**config.mk**
```make
export PLATFORM = sky130hd
export DESIGN_NAME = actk_ctrl
export DESIGN_NICKNAME = d
export VERILOG_FILES = /design/src/actk_pkg.sv /design/src/actk_ctrl.sv
export SDC_FILE = /design/constraint.sdc
export NUM_CORES = 1
export LEC_CHECK = 0
export BUFFER_PORTS_ARGS = -buffer_cell sky130_fd_sc_hd__buf_2
export CORE_UTILIZATION = 51
export DETAILED_ROUTE_END_ITERATION = 16
export PLACE_DENSITY = 0.78
export RECOVER_POWER = 100
export SLEW_MARGIN = 0
export SYNTH_ARGS = -nofsm -noshare
export SYNTH_HDL_FRONTEND = slang
export SYNTH_SLANG_ARGS = --single-unit
export TNS_END_PERCENT = 1
```
**constraint.sdc**
```tcl
create_clock -name clk -period 2.39 [get_ports clk]
set_input_delay 0.3585 -clock clk [delete_from_list [all_inputs] [get_ports clk]]
set_output_delay 0.3585 -clock clk [all_outputs]
set_load 0.05 [all_outputs]
```
**src/actk_pkg.sv**
```systemverilog
package actk_pkg;

	localparam int ROUND_KEYS = 11;
	localparam logic [3:0] LAST_ROUND = 4'(ROUND_KEYS - 1);

	localparam logic [1:0] REG_KEY_LOW  = 2'd0;
	localparam logic [1:0] REG_KEY_HIGH = 2'd1;
	localparam logic [1:0] REG_DIR      = 2'd2;

	localparam logic [1:0] KIND_DATA  = 2'd0;
	localparam logic [1:0] KIND_ECHO  = 2'd1;
	localparam logic [1:0] KIND_CHECK = 2'd2;

	localparam logic [1:0] POS_IDLE = 2'd0;
	localparam logic [1:0] POS_IV   = 2'd1;
	localparam logic [1:0] POS_DATA = 2'd2;

	typedef struct packed {
		logic       accept;
		logic       first;
		logic       dec;
		logic       round;
		logic       last;
		logic [3:0] rnd;
		logic       kload;
		logic       kstep;
		logic       kstore;
		logic       finish;
		logic [1:0] kind;
		logic       ok;
		logic       run_end;
	} cmd_t;

	typedef struct packed {
		logic dir;
		logic k0_match;
	} status_t;

	localparam logic [0:255][7:0] SBOX = {
		128'h637c777bf26b6fc53001672bfed7ab76, 128'hca82c97dfa5947f0add4a2af9ca472c0,
		128'hb7fd9326363ff7cc34a5e5f171d83115, 128'h04c723c31896059a071280e2eb27b275,
		128'h09832c1a1b6e5aa0523bd6b329e32f84, 128'h53d100ed20fcb15b6acbbe394a4c58cf,
		128'hd0efaafb434d338545f9027f503c9fa8, 128'h51a3408f929d38f5bcb6da2110fff3d2,
		128'hcd0c13ec5f974417c4a77e3d645d1973, 128'h60814fdc222a908846eeb814de5e0bdb,
		128'he0323a0a4906245cc2d3ac629195e479, 128'he7c8376d8dd54ea96c56f4ea657aae08,
		128'hba78252e1ca6b4c6e8dd741f4bbd8b8a, 128'h703eb5664803f60e613557b986c11d9e,
		128'he1f8981169d98e949b1e87e9ce5528df, 128'h8ca1890dbfe6426841992d0fb054bb16
	};

	localparam logic [0:255][7:0] INV_SBOX = {
		128'h52096ad53036a538bf40a39e81f3d7fb, 128'h7ce339829b2fff87348e4344c4dee9cb,
		128'h547b9432a6c2233dee4c950b42fac34e, 128'h082ea16628d924b2765ba2496d8bd125,
		128'h72f8f66486689816d4a45ccc5d65b692, 128'h6c704850fdedb9da5e154657a78d9d84,
		128'h90d8ab008cbcd30af7e45805b8b34506, 128'hd02c1e8fca3f0f02c1afbd0301138a6b,
		128'h3a9111414f67dcea97f2cfcef0b4e673, 128'h96ac7422e7ad3585e2f937e81c75df6e,
		128'h47f11a711d29c5896fb7620eaa18be1b, 128'hfc563e4bc6d279209adbc0fe78cd5af4,
		128'h1fdda8338807c731b11210592780ec5f, 128'h60517fa919b54a0d2de57a9f93c99cef,
		128'ha0e03b4dae2af5b0c8ebbb3c83539961, 128'h172b047eba77d626e169146355210c7d
	};

	function automatic logic [7:0] rcon(input logic [3:0] idx);
		logic [7:0] r;
		unique case (idx)
			4'd0: r = 8'h01;
			4'd1: r = 8'h02;
			4'd2: r = 8'h04;
			4'd3: r = 8'h08;
			4'd4: r = 8'h10;
			4'd5: r = 8'h20;
			4'd6: r = 8'h40;
			4'd7: r = 8'h80;
			4'd8: r = 8'h1b;
			4'd9: r = 8'h36;
			default: r = 8'h00;
		endcase
		return r;
	endfunction

	function automatic logic [7:0] xtime(input logic [7:0] a);
		return {a[6:0], 1'b0} ^ (a[7] ? 8'h1b : 8'h00);
	endfunction

	function automatic logic [127:0] transpose(input logic [127:0] w);
		logic [127:0] o;
		for (int i = 0; i < 16; i++) o[8*i +: 8] = w[8*(4*(i%4) + i/4) +: 8];
		return o;
	endfunction

	function automatic logic [127:0] sub_bytes(input logic [127:0] s, input logic inv);
		logic [127:0] o;
		for (int i = 0; i < 16; i++)
			o[8*i +: 8] = inv ? INV_SBOX[s[8*i +: 8]] : SBOX[s[8*i +: 8]];
		return o;
	endfunction

	function automatic logic [127:0] shift_rows(input logic [127:0] s, input logic inv);
		logic [127:0] o;
		for (int r = 0; r < 4; r++)
			for (int c = 0; c < 4; c++)
				o[8*(r + 4*c) +: 8] = inv ? s[8*(r + 4*((c + 4 - r) % 4)) +: 8]
				                          : s[8*(r + 4*((c + r) % 4)) +: 8];
		return o;
	endfunction

	function automatic logic [127:0] mix_columns(input logic [127:0] s);
		logic [127:0] o;
		logic [7:0] a0, a1, a2, a3;
		for (int c = 0; c < 4; c++) begin
			a0 = s[8*(4*c) +: 8];
			a1 = s[8*(4*c+1) +: 8];
			a2 = s[8*(4*c+2) +: 8];
			a3 = s[8*(4*c+3) +: 8];
			o[8*(4*c) +: 8]   = xtime(a0) ^ xtime(a1) ^ a1 ^ a2 ^ a3;
			o[8*(4*c+1) +: 8] = a0 ^ xtime(a1) ^ xtime(a2) ^ a2 ^ a3;
			o[8*(4*c+2) +: 8] = a0 ^ a1 ^ xtime(a2) ^ xtime(a3) ^ a3;
			o[8*(4*c+3) +: 8] = xtime(a0) ^ a0 ^ a1 ^ a2 ^ xtime(a3);
		end
		return o;
	endfunction

	function automatic logic [127:0] inv_mix_columns(input logic [127:0] s);
		logic [127:0] o;
		logic [7:0] a [4];
		logic [7:0] x2 [4];
		logic [7:0] x4 [4];
		logic [7:0] x8 [4];
		logic [7:0] m9 [4];
		logic [7:0] m11 [4];
		logic [7:0] m13 [4];
		logic [7:0] m14 [4];
		for (int c = 0; c < 4; c++) begin
			for (int k = 0; k < 4; k++) begin
				a[k]   = s[8*(4*c+k) +: 8];
				x2[k]  = xtime(a[k]);
				x4[k]  = xtime(x2[k]);
				x8[k]  = xtime(x4[k]);
				m9[k]  = x8[k] ^ a[k];
				m11[k] = x8[k] ^ x2[k] ^ a[k];
				m13[k] = x8[k] ^ x4[k] ^ a[k];
				m14[k] = x8[k] ^ x4[k] ^ x2[k];
			end
			o[8*(4*c) +: 8]   = m14[0] ^ m11[1] ^ m13[2] ^ m9[3];
			o[8*(4*c+1) +: 8] = m9[0] ^ m14[1] ^ m11[2] ^ m13[3];
			o[8*(4*c+2) +: 8] = m13[0] ^ m9[1] ^ m14[2] ^ m11[3];
			o[8*(4*c+3) +: 8] = m11[0] ^ m13[1] ^ m9[2] ^ m14[3];
		end
		return o;
	endfunction

	// next round key, untransposed byte order
	function automatic logic [127:0] key_fwd(input logic [127:0] w, input logic [7:0] rc);
		logic [127:0] n;
		logic [31:0] t;
		t = {SBOX[w[12*8 +: 8]], SBOX[w[15*8 +: 8]], SBOX[w[14*8 +: 8]],
		     SBOX[w[13*8 +: 8]] ^ rc};
		n[31:0] = w[31:0] ^ t;
		for (int i = 4; i < 16; i++) n[8*i +: 8] = w[8*i +: 8] ^ n[8*(i-4) +: 8];
		return n;
	endfunction

	// previous round key, untransposed byte order
	function automatic logic [127:0] key_back(input logic [127:0] w, input logic [7:0] rc);
		logic [127:0] n;
		logic [31:0] t;
		for (int i = 4; i < 16; i++) n[8*i +: 8] = w[8*i +: 8] ^ w[8*(i-4) +: 8];
		t = {SBOX[n[12*8 +: 8]], SBOX[n[15*8 +: 8]], SBOX[n[14*8 +: 8]],
		     SBOX[n[13*8 +: 8]] ^ rc};
		n[31:0] = w[31:0] ^ t;
		return n;
	endfunction

endpackage

```
**src/actk_ctrl.sv**
```systemverilog
module actk_ctrl (
	input  logic               clk,
	input  logic               arst_n,
	input  logic               cfg_write,
	input  logic [1:0]         cfg_index,
	input  logic               in_valid,
	output logic               in_stall,
	input  logic               first_block,
	output logic               out_valid,
	input  logic               out_stall,
	input  actk_pkg::status_t  status,
	output actk_pkg::cmd_t     cmd
);

	localparam logic [2:0] S_KLOAD = 3'd0;
	localparam logic [2:0] S_KEYX  = 3'd1;
	localparam logic [2:0] S_IDLE  = 3'd2;
	localparam logic [2:0] S_ROUND = 3'd3;
	localparam logic [2:0] S_DONE  = 3'd4;

	logic [2:0] state_q;
	logic [3:0] rnd_q;
	logic       out_valid_q;
	logic [1:0] pos_q;
	logic       check_q;
	logic       dec_q;
	logic       first_q;
	logic       held_q;

	logic key_wr;
	logic out_free;
	logic accept;
	logic dec;
	logic round_end;

	assign key_wr   = cfg_write && (cfg_index == actk_pkg::REG_KEY_LOW ||
	                               cfg_index == actk_pkg::REG_KEY_HIGH);
	assign out_free = !out_valid_q || !out_stall;
	assign in_stall = !(state_q == S_IDLE && out_free && !key_wr);
	assign accept   = in_valid && !in_stall;
	assign dec      = (state_q == S_IDLE) ? status.dir : dec_q;
	assign round_end = dec_q ? (rnd_q == 4'd0) : (rnd_q == actk_pkg::LAST_ROUND);
	assign out_valid = out_valid_q;

	always_comb begin
		cmd         = '0;
		cmd.accept  = accept;
		cmd.first   = (state_q == S_IDLE) ? first_block : first_q;
		cmd.dec     = dec;
		cmd.rnd     = rnd_q;
		cmd.round   = (state_q == S_ROUND);
		cmd.last    = round_end;
		cmd.kload   = (state_q == S_KLOAD);
		cmd.kstep   = (state_q == S_KEYX);
		cmd.kstore  = (state_q == S_KEYX) && (rnd_q == actk_pkg::LAST_ROUND);
		cmd.finish  = (state_q == S_DONE) && out_free;
		if (state_q == S_IDLE) begin
			cmd.kind    = actk_pkg::KIND_ECHO;
			cmd.run_end = 1'b0;
		end else begin
			cmd.run_end = 1'b1;
			cmd.kind    = (dec_q ? held_q : first_q) ? actk_pkg::KIND_CHECK
			                                         : actk_pkg::KIND_DATA;
			cmd.ok      = dec_q && (check_q || (held_q && status.k0_match));
		end
	end

	always_ff @(posedge clk or negedge arst_n) begin
		if (!arst_n) begin
			state_q     <= S_KLOAD;
			rnd_q       <= 4'd0;
			out_valid_q <= 1'b0;
			pos_q       <= actk_pkg::POS_IDLE;
			check_q     <= 1'b0;
			dec_q       <= 1'b0;
			first_q     <= 1'b0;
			held_q      <= 1'b0;
		end else begin
			if ((accept && !status.dir && first_block) || cmd.finish) out_valid_q <= 1'b1;
			else if (!out_stall) out_valid_q <= 1'b0;

			if (key_wr) begin
				state_q <= S_KLOAD;
			end else begin
				unique case (state_q)
					S_KLOAD: begin
						rnd_q   <= 4'd1;
						state_q <= S_KEYX;
					end
					S_KEYX: begin
						rnd_q <= rnd_q + 4'd1;
						if (rnd_q == actk_pkg::LAST_ROUND) state_q <= S_IDLE;
					end
					S_IDLE: begin
						if (accept) begin
							dec_q   <= status.dir;
							first_q <= first_block;
							held_q  <= status.dir && !first_block &&
							           pos_q == actk_pkg::POS_IV;
							if (first_block) check_q <= 1'b0;
							pos_q <= (status.dir && first_block) ? actk_pkg::POS_IV
							                                     : actk_pkg::POS_DATA;
							// decrypt iv is only held, no rounds
							if (!(status.dir && first_block)) begin
								rnd_q   <= status.dir ? actk_pkg::LAST_ROUND - 4'd1 : 4'd1;
								state_q <= S_ROUND;
							end
						end
					end
					S_ROUND: begin
						if (round_end) state_q <= S_DONE;
						else rnd_q <= dec_q ? rnd_q - 4'd1 : rnd_q + 4'd1;
					end
					S_DONE: begin
						if (out_free) begin
							state_q <= S_IDLE;
							if (dec_q && held_q && status.k0_match) check_q <= 1'b1;
						end
					end
					default: state_q <= S_KLOAD;
				endcase
			end
		end
	end

	a_round_range: assert property (@(posedge clk) disable iff (!arst_n)
		state_q == S_ROUND |-> rnd_q <= actk_pkg::LAST_ROUND)
		else $error("round counter out of range");

	a_finish_shows: assert property (@(posedge clk) disable iff (!arst_n)
		cmd.finish |=> out_valid_q)
		else $error("finished block not presented");

	a_keyx_done: assert property (@(posedge clk) disable iff (!arst_n)
		(state_q == S_KEYX && rnd_q == actk_pkg::LAST_ROUND && !key_wr) |=> state_q == S_IDLE)
		else $error("key expansion did not complete");

	a_pos_code: assert property (@(posedge clk) disable iff (!arst_n)
		pos_q != 2'd3)
		else $error("bad message position");

	a_accept_idle: assert property (@(posedge clk) disable iff (!arst_n)
		accept |-> (state_q == S_IDLE && out_free))
		else $error("block taken while busy");

endmodule

```
==> results.toml <==
[synthesis]
synth-compound-area-share_pct = 16.57
synthXorXnorAreaFrac_pct = 0.8111
synth_cells = 122
postSynthAreaPerCell_um2 = 8.851
syn_area_um2 = 1080
synth-seq-cells = 14
synth_edf_count = 0
synthMuxAreaShare_pct = 5.910
ys.warnings.count = 0
ys_types = 46
syn_nets = 136
synthAdderAreaFrac_pct = 4.635
ys_seq_area_share_pct = 32.44
synth_top_family_by_area = "simple AND/OR/NAND/NOR gates"
synthFlopType = "dfrtp_1"
synthArstFlopShare_pct = 100.0
synthSimpleGateAreaFrac_pct = 29.66

[global_routing]
grt_max_degree = 15
track_usage_pct = 23.24
grt_antenna_before_repair = 0
overflow = 0
grt_pass1_wl_um = 3732
grt_pass1_vias = 845

[pwr]
comb_power_share_pct = 50.4
seq_power_share_pct = 34.4
peakVddDrop_v = 0.0005713
pwr-share-clk_pct = 15.2
swShare_pct = 50.90
switching_power_uw = 571.1
power_density_nw_per_um2 = 910.3
internal_power_uw = 550.8
leakagePower_uw = 0.0005781

[setup_path]
path_max_fanout = 11
critPathKind = "flop to output pin"
cp_data_arrival_time_ns = 1.93
crit_chain = "nor3b_4 > inv_2 > or3_4 > inv_1 > buf_2"
critPathSlowestCell = "or3_4"
r2r_slack_ns = 0.24
timing.rr.start = "rnd_q[0]"
rr_endpoint = "rnd_q[0]"
cp-start-kind = "flop"
crit_required_ns = 2.03
r2r_cells = 6
cpPeakStageDelay_ns = 0.46
crit_path_end_kind = "output pin"

[die]
fp.dieW_um = 48.02
dieArea_um2 = 2305
start_util_pct = 54.48
die_height_um = 48.02
core_area_um2 = 1982
io_pins = 29
num_rows = 16

[layout]
finalNetCount = 165
final_cell_mix = "nand2_1, clkbuf_1, dfrtp_1"
final_common_cell = "nand2_1"
antenna_cells = 0
area_delta_synth_final_pct = 14.14
layout-drive-gt1-share_pct = 21.33

[placement]
dp_hpwl_um = 1822
port_buffers = 27
place.gp.congestion = 0.8276

[worst_hold_path]
hp-class = "primary input to flop"
min_from = "status[1]"
hold_end = "held_q"
holdPathStages = 3

[clocking]
cts-root-buf = "clkbuf_4"
clk_pin_slew_ns = 0.08
cts_tree = "done"
insertion_delay_ns = 0.28
cts_buffers = 3
h-tree-depth = 1
clock-sinks = 14
clockBufferDepth = 2

[timing]
setup_violations = 0
min_period_ns = 2.284
hold_slack_ns = 0.3834
maxSlewHeadroom_pct = 47.53
finalHoldViolations = 0
min_period_over_period_pct = 95.56
tns_ns = 0
fmax_mhz = 437.9
fin_skew_ns = 0.001376
worst_pin_slew_ns = 0.7870
drv_slew = 0
rsz0062_at_grt = "no"

[routing]
dr_total_vias = 1011
routed_via_density = 5.712
drtIter0Drc = 13
dr.pass1.iters = 4
drcViolationCount = 0
wl_per_cell_um = 13.83
final_antenna_net_count = 0
wirelength_um = 2448

[outcome]
run_status = "completed"

[run]
maxCapViolCount = 0
-- cell type report --
type	instances	area (um^2)
Fill cell	172	749.5
Multi-Input combinational cell	88	605.6
Sequential cell	14	350.3
Timing Repair Buffer	34	168.9
Inverter	10	37.54
Clock buffer	4	36.28
Tap cell	27	33.78
-- cells by family (layout without fill, tap and decap cells) --
| logic type | count (synthesis) | count (layout) |
|---|---|---|
| compound gates | 22 | 22 |
| xor+xnor | 1 | 1 |
| fa+ha+maj | 4 | 4 |
| buf+inv | 20 | 48 |
| flops | 14 | 14 |
| mux | 6 | 6 |
| simple gates | 55 | 55 |
-- worst max-delay path: cells and delay by family (launching register included) --
kind / cells / cell delay [ns]
simple gates: 2 / 0.78
buf+inv: 3 / 0.44
flops: 1 / 0.42
-- power groups by stage --
stage	combinational [uW]	sequential, uW	clock, uW
3_3_place_gp	570	385	0
6_report	565	386	170
4_1_cts	585	385	178
3_5_place_dp	582	389	0
2_1_floorplan	411	448	0
5_1_grt	617	398	184
-- routing by layer --
metal / up-vias / GRT usage (%) / part of all wire, %
li1: 492 / - / -
met1: 483 / 29.82 / 44
met2: 30 / 36.22 / 49
met3: 6 / 6.792 / 4.2
met4: 0 / 10.00 / 1.8
met5: - / 0 / 0
-- how the worst max path moves through the flow --
| stage | start | endpoint | slack, ns | cells past startpoint |
|---|---|---|---|---|
| after floorplan | state_q[2] | cmd[16] | -0.20 | 7 |
| after global placement | state_q[2] | cmd[16] | 0.40 | 5 |
| after detailed placement | state_q[2] | cmd[16] | 0.37 | 5 |
| after CTS | state_q[2] | cmd[16] | 0.04 | 5 |
| after global routing | state_q[0] | cmd[16] | 0.02 | 5 |
| final | state_q[0] | cmd[16] | 0.11 | 5 |
-- through the flow --
stage | total power, uW | cells | area [um^2] | utilization (%) | setup WS [ns]
5_1_grt | 1200 | 177 | 1232 | 62.18 | 0.02181
3_3_place_gp | 954.6 | 169 | 1207 | 60.92 | 0.3957
6_report | 1122 | 177 | 1232 | 62.18 | 0.1062
4_1_cts | 1148 | 174 | 1254 | 63.26 | 0.04459
2_1_floorplan | 859.6 | 122 | 1086 | - | -0.2043
3_5_place_dp | 971.0 | 169 | 1207 | 60.92 | 0.3713
-- what timing repair did --
item / CTS / global route
hold buffers: 1 / 0
endpoints found under the setup margin: 0 / 1
resized for setup: 0 / 0
buffers inserted: 0 / 3
hold endpoints to repair: 14 / 0
-- cells in the mapped netlist, drive strengths merged (2+ instances only) --
library cell | count | area, um^2
or3 | 3 | 23.77
dfrtp | 14 | 350.3
buf | 8 | 62.56
nor2 | 8 | 32.54
nand3b | 2 | 15.01
ha | 4 | 50.05
nand4 | 5 | 31.28
nor4 | 3 | 18.77
nand4b | 2 | 17.52
nor3b | 2 | 26.28
a31oi | 2 | 12.51
nand2 | 17 | 63.81
clkbuf | 2 | 7.510
a21oi | 5 | 25.02
mux2i | 3 | 30.03
nor3 | 4 | 20.02
nand2b | 2 | 20.02
o21ai | 4 | 20.02
nor2b | 2 | 12.51
inv | 10 | 37.53
mux2 | 3 | 33.78
-- state kept, by name, summed over array words and instances (netlist names) --
register	cells
pos_q	2
check_q	1
first_q	1
held_q	1
state_q	3
dec_q	1
rnd_q	4
out_valid	1
Power figures use the tool's default switching activity.
